==> config.mk <==
export PLATFORM = sky130hd
export DESIGN_NAME = fdf_cell
export DESIGN_NICKNAME = d
export VERILOG_FILES = /design/src/sv/fdf_pkg.sv /design/src/sv/fdf_cell.sv
export SDC_FILE = /design/constraint.sdc
export NUM_CORES = 1
export LEC_CHECK = 0
export BUFFER_PORTS_ARGS = -buffer_cell sky130_fd_sc_hd__buf_4
export CORE_MARGIN = 5
export CORE_UTILIZATION = 55
export DETAILED_ROUTE_END_ITERATION = 10
export GPL_TIMING_DRIVEN = 1
export PLACE_DENSITY = 0.82
export SYNTH_ARGS = -nofsm -noshare
export SYNTH_HDL_FRONTEND = slang
export SYNTH_SLANG_ARGS = --single-unit
==> constraint.sdc <==
create_clock -name clk -period 0.8 [get_ports clk]
set_clock_uncertainty 0.15 [all_clocks]
set_input_delay 0.08 -clock clk [delete_from_list [all_inputs] [get_ports clk]]
set_output_delay 0.08 -clock clk [all_outputs]
set_load 0.01 [all_outputs]
==> src/sv/fdf_pkg.sv <==
// shared types and constants for the 8-tap direct-form fir filter
// no dependencies; imported by every module of the block
`default_nettype none

package fdf_pkg;

    // coefficient storage is fixed at eight taps of q1.15
    localparam int NCOEF       = 8;
    localparam int COEF_BITS   = 16;
    localparam int COEF_IDX_W  = $clog2(NCOEF);

    // defaults handed to the top level parameters
    localparam int TAPS_DEFAULT        = 8;
    localparam int SAMPLE_BITS_DEFAULT = 16;

    // q1.15 scaling: add half an output unit, then drop the fraction
    localparam int FRAC_BITS  = 15;
    localparam int ROUND_HALF = 1 << (FRAC_BITS - 1);

    // apb register map: one 32-bit word per coefficient
    localparam int APB_DATA_W  = 32;
    localparam int APB_ADDR_W  = COEF_IDX_W + 2;

    localparam logic signed [COEF_BITS-1:0] COEF0_RESET = 16'sh7FFF;
    localparam logic signed [COEF_BITS-1:0] COEFN_RESET = 16'sh0000;

    // load enables for the registered adder tree levels
    typedef struct packed {
        logic lvl1;
        logic lvl2;
        logic lvl3;
    } tree_en_t;

    function automatic logic signed [COEF_BITS-1:0] coef_reset(input int idx);
        logic signed [COEF_BITS-1:0] val;
        val = (idx == 0) ? COEF0_RESET : COEFN_RESET;
        return val;
    endfunction

endpackage

`default_nettype wire

==> src/sv/fdf_cell.sv <==
// one tap cell: holds one registered product and, unless it is the last cell, one history sample
// depends on fdf_pkg
`default_nettype none

module fdf_cell #(
    parameter int SAMPLE_BITS = fdf_pkg::SAMPLE_BITS_DEFAULT,
    parameter bit FIRST       = 1'b0,
    parameter bit HOLD        = 1'b1
) (
    input  wire logic                                  clk,
    input  wire logic                                  rst_n,
    input  wire logic signed [fdf_pkg::COEF_BITS-1:0]  coef,
    input  wire logic signed [SAMPLE_BITS-1:0]         tap_in,
    input  wire logic                                  start,
    input  wire logic                                  shift,
    input  wire logic                                  prod_en,
    output logic signed [SAMPLE_BITS-1:0]              sample_out,
    output logic signed [SAMPLE_BITS+fdf_pkg::COEF_BITS-1:0] prod_out
);
    import fdf_pkg::*;

    localparam int PW = SAMPLE_BITS + COEF_BITS;

    logic signed [SAMPLE_BITS-1:0] tap;
    logic signed [PW-1:0]          prod_reg;
    logic signed [PW-1:0]          prod_next;

    // a block start zeroes every earlier sample, the new one passes
    always_comb
    begin
        tap       = (FIRST || !start) ? tap_in : '0;
        prod_next = PW'(coef) * PW'(tap);
    end

    always_ff @(posedge clk)
    begin
        if (prod_en)
        begin
            prod_reg <= prod_next;
        end
    end

    assign prod_out = prod_reg;

    generate
        if (HOLD)
        begin : g_hold
            logic signed [SAMPLE_BITS-1:0] sample_reg;
            logic signed [SAMPLE_BITS-1:0] sample_next;

            assign sample_next = shift ? tap : sample_reg;

            always_ff @(posedge clk or negedge rst_n)
            begin
                if (!rst_n)
                begin
                    sample_reg <= '0;
                end
                else
                begin
                    sample_reg <= sample_next;
                end
            end

            assign sample_out = sample_reg;
        end
        else
        begin : g_end
            // end of the line: nothing left to hand on
            assign sample_out = '0;
        end
    endgenerate

endmodule

`default_nettype wire

==> results.md, run 1 <==
* Sequential area share after synthesis at 0.118
* Cell taking the most area after synthesis: fa_1
* XOR/XNOR Fraction of Synth Area at 0.0266
* Status: aborted with a tool error
* CTS root buffer: clkbuf_16
* Starting density of the core at 0.553
* Crit. endpoint post-GRT repair: prod_out[24]$_DFFE_PP_/D
* Asr flop ratio synth at 0.333
* Synthesized area at 11500 um2
* Depth of the CTS H-tree at 2
* GRT overflow at 80
* Die outline height at 155 um
* Compound-cell area share of the yosys netlist at 0.0396
* Synth Area in Adders at 0.545
* Simple-Gate Fraction of Synth Area at 0.144
* Die span in x at 155 um
* Clock Path Buffers at 2
* Synth top area share at 0.456
* Dominant cells by area after synthesis: fa_1 46%, inv_1 9.5%, ha_1 8.9%
* Largest family of logic cells by synthesized area: adder cells
* Top_reg_cell synth: edfxtp_1
* IO Port Bufs at 84
* Mux share of post-synthesis cell area at 0.0155
* Sink Count at 48
* Synth warn at 0
* Avg Cell Area, Syn at 9.81 um2
* Row cnt at 53
* Top Ports at 85
* Worst endpoint pin kind: sequential cell input
* Error: [ERROR GRT-0232] Routing congestion too high. Check the congestion heatmap in the GUI.
* Post-DP HPWL at 27800 um
* Post-synth EDFFs at 32
* Yosys cell types at 53
* Cells after synthesis at ~1.2k
* Net Count, Synth at 1554
* Largest net degree at the start of global routing at 18
* GR Util All Layers at 0.587
* Most frequent cell after synthesis: inv_1
* Yosys reg bits at 48
* Failed at: global routing
* Post-synth top cells: 292 x inv_1, 262 x fa_1, 132 x nand2_1
* CTS Buf Count at 5
* GP Congestion at around 0.91
==> cells by family after synthesis <==
kind of cell / after synthesis
mux: 16
fa+ha+maj: 344
compound gates: 69
simple gates: 327
xor+xnor: 35
flops: 48
buf+inv: 334
==> metal layers <==
layer,GRT usage,GRT overflow
met1,0.531,0
met2,0.771,38
met4,0.640,42
met5,0.0932,0
met3,0.453,0
==> per-stage QoR <==
| step | std cells | setup slack, ps | hold slack (ps) | TNS, ps | area [um2] |
|---|---|---|---|---|---|
| after detailed placement | 1687 | -5360 | -182 | -144250 | 14500 |
| after floorplan | 1173 | -4800 | -366 | -117580 | 12200 |
| after global placement | 1687 | -5150 | -184 | -140160 | 14500 |
| after CTS | 1748 | -4910 | 13.8 | -141420 | 15800 |
==> what timing repair did <==
| item | in CTS |
|---|---|
| endpoints found under the hold margin | 16 |
| endpoints found under the setup margin | 96 |
| setup buffers | 50 |
| gates cloned | 2 |
| hold buffers | 1 |
| pin swaps | 63 |
| gates resized for setup | 179 |
==> inputs of run 2 (changes only) <==
--- a/config.mk
+++ b/config.mk
@@ -7,10 +7,10 @@
 export LEC_CHECK = 0
 export BUFFER_PORTS_ARGS = -buffer_cell sky130_fd_sc_hd__buf_4
 export CORE_MARGIN = 5
-export CORE_UTILIZATION = 55
+export CORE_UTILIZATION = 40
 export DETAILED_ROUTE_END_ITERATION = 10
 export GPL_TIMING_DRIVEN = 1
-export PLACE_DENSITY = 0.82
+export PLACE_DENSITY_LB_ADDON = 0.15
 export SYNTH_ARGS = -nofsm -noshare
 export SYNTH_HDL_FRONTEND = slang
 export SYNTH_SLANG_ARGS = --single-unit
==> constraint.sdc (replaced) <==
create_clock -name clk -period 1 [get_ports clk]
set_clock_uncertainty 0.15 [all_clocks]
set_input_delay 0.1 -clock clk [delete_from_list [all_inputs] [get_ports clk]]
set_output_delay 0.1 -clock clk [all_outputs]
set_load 0.01 [all_outputs]
==> run 2 against run 1 <==
The flow now finishes, with violations (negative setup slack). Synthesized area stayed put. Synthesized cell count is the same.
==> results.md, run 2 <==
* Status: finished, violations left
* Failing checks: negative setup slack
* Overall die area at 32300 um2
* Startpoint Class: primary input
* Setup violators final at 81
* GRT overflow at 0
* Die span in x at 180 um
* Req. time, crit path at 910 ps
* Clk slew on worst S/H paths at 80 ps
* CTS tree: done
* CTS Buf Count at 5
* Fraction of layout cells with a size suffix above 1 at 0.390
* First-pass DRT Iterations at 4
* Final worst path period need at 5500 ps
* Final core occ at 0.566
* HP Class: primary input to register
* Post-synth top cells: 292 x inv_1, 262 x fa_1, 132 x nand2_1
* Most frequent cell after synthesis: inv_1
* IO Port Bufs at 84
* Worst Setup SP: start
* Least-Margin Pin Slew at 321 ps
* Number of nets still failing antenna checks after routing at 0
* GP Congestion at 0.878
* Yosys reg bits at 48
* Initial antenna violation count at 0
* Avg Cell Area, Syn at 9.81 um2
* Final hold vios at 0
* Min-delay src: prod_en
* Yosys cell types at 53
* Drt drc at 0
* Die outline height at 180 um
* Clock Path Buffers at 2
* Fmax at 182 MHz
* Net Count, Synth at 1554
* Synthesized area at 11500 um2
* Sink Count at 48
* Cell taking the most area after synthesis: fa_1
* Final worst slack at -4500 ps
* Largest register FFs at 32
* Dominant cells by area after synthesis: fa_1 46%, inv_1 9.5%, ha_1 8.9%
* Most common cell after layout, fill and taps aside: inv_1
* Commonest non-fill, non-tap cells in the layout: 253 x inv_1, 237 x fa_1, 193 x buf_4
* Worst VDD drop at 4.40 mV
* Core ar. at 28500 um2
* Slew HR at 0.785
* Slew Viols, Final at 0
* Worst Setup End Kind: register
* Asr flop ratio synth at 0.333
* First-pass GRT wire length at 51800 um
* Syn-to-layout area delta at 40.5%
* Unrepaired setup endpoints after global routing: true
* Drt first-iter violations at 352
* Drt total wl at 31200 um
* DR vias at 8751
* Row cnt at 62
* PwrDens at 3270 nW/um2
* Max cap viols at 0
* Critical path class: primary input to register
* Sequential area share after synthesis at 0.118
* Vias in the first global route at 10.1k
* Depth of the CTS H-tree at 2
* CTS root buffer: clkbuf_16
* GR Util All Layers at 0.199
* CP max FO at 6
* Tcrit/Tclk final at 5.50
* Leak at 7.92 nW
* Ant. Diodes at 0
* Top Ports at 85
* Post-synth EDFFs at 32
* Cells after synthesis at around 1.2k
* Routed len/inst at 17.0 um
* Final #Nets at 1832
* DR vias/cell at 4.77
* Worst-Skew Late Latency at 290 ps
* Largest net degree at the start of global routing at 21
* Top_reg_cell synth: edfxtp_1
* Power Total at 0.0529 W
* Reg-to-reg startpoint: sample_out[3]$_DFFE_PN0P_
* Post-DP HPWL at 25300 um
* Synth top area share at 0.456
* Crit path arrival time at 5410 ps
* Starting density of the core at 0.403
* Synth warn at 0
==> run 2: cell counts after synthesis <==
No cell type changed its count.
==> run 2: kinds of logic after synthesis <==
group | synth area share
mux | 0.0155
xor+xnor | 0.0266
simple gates | 0.144
flops | 0.118
fa+ha+maj | 0.545
buf+inv | 0.111
compound gates | 0.0396
==> run 2: timing repair <==
action,in CTS,in global routing
buffers inserted,30,22
hold endpoints to repair,19,3
hold buffers,2,1
pin swaps,45,68
endpoints found under the setup margin,89,85
gates cloned,8,1
resized for setup,181,123
==> run 2: layer usage <==
metal / wire (um) / GRT usage / vias to the layer above / share of wire
li1: - / - / 4008 / -
met1: 12300 / 0.241 / 4558 / 0.40
met2: 17200 / 0.384 / 153 / 0.55
met3: 973 / 0.0202 / 32 / 0.031
met4: 708 / 0.0411 / 0 / 0.023
met5: 0 / 0 / - / 0
==> run 2: critical path, cell delays in order <==
cell,delay (ps)
buf_16,120
nor2b_4,190
buf_8,170
nand2_4,50
fa_1,490
inv_2,40
fa_1,490
inv_1,50
fa_1,490
inv_2,50
fa_1,490
fa_1,510
inv_2,40
fa_1,510
inv_2,50
ha_4,280
nand2_4,60
o311a_4,400
a31o_4,270
or3_4,350
a21oi_2,140
xnor2_1,80
==> run 2: cell type report <==
cell class | instances | area (um2)
clock buffer | 5 | 125
clock inverter | 3 | 68.8
fill | 2595 | 12400
inverter | 292 | 1100
multi-input combinational | 794 | 10100
sequential | 48 | 1360
tap | 384 | 480
timing repair buffer | 310 | 2930
==> run 2: power by group <==
group / leakage [nW] / switching, W / internal, W / total [W]
sequential: 0.519 / 0.000333 / 0.00405 / 0.00438
combinational: 7.30 / 0.0218 / 0.0243 / 0.0462
clock: 0.0944 / 0.000864 / 0.00145 / 0.00231
total: 7.92 / 0.0230 / 0.0298 / 0.0529
==> run 2: path summary, 6_finish.rpt <==
path,end,slack (ps),depth (start not counted)
setup / recovery,prod_out[31]$_DFFE_PP_,-4500,22
hold / removal,prod_out[31]$_DFFE_PP_,40,2
setup reg to reg,sample_out[3]$_DFFE_PN0P_,-30,2
hold reg to reg,sample_out[7]$_DFFE_PN0P_,390,1
max in group asynchronous,sample_out[0]$_DFFE_PN0P_,440,2
min in group asynchronous,sample_out[8]$_DFFE_PN0P_,50,2
==> run 2: stage by stage <==
stage	hold WS [ps]	TNS, ps	cell area, um2	cells	setup WS [ps]
after global placement	-159	-132790	14400	1780	-5030
after floorplan	-346	-110200	12200	1173	-4620
after CTS	40.4	-114790	15700	1827	-4480
after detailed placement	-160	-133410	14400	1780	-5040
final	36.9	-113780	16200	1836	-4500
after global routing	48.7	-119680	16200	1836	-4670
Note: power is estimated with default switching activity, not from simulation.
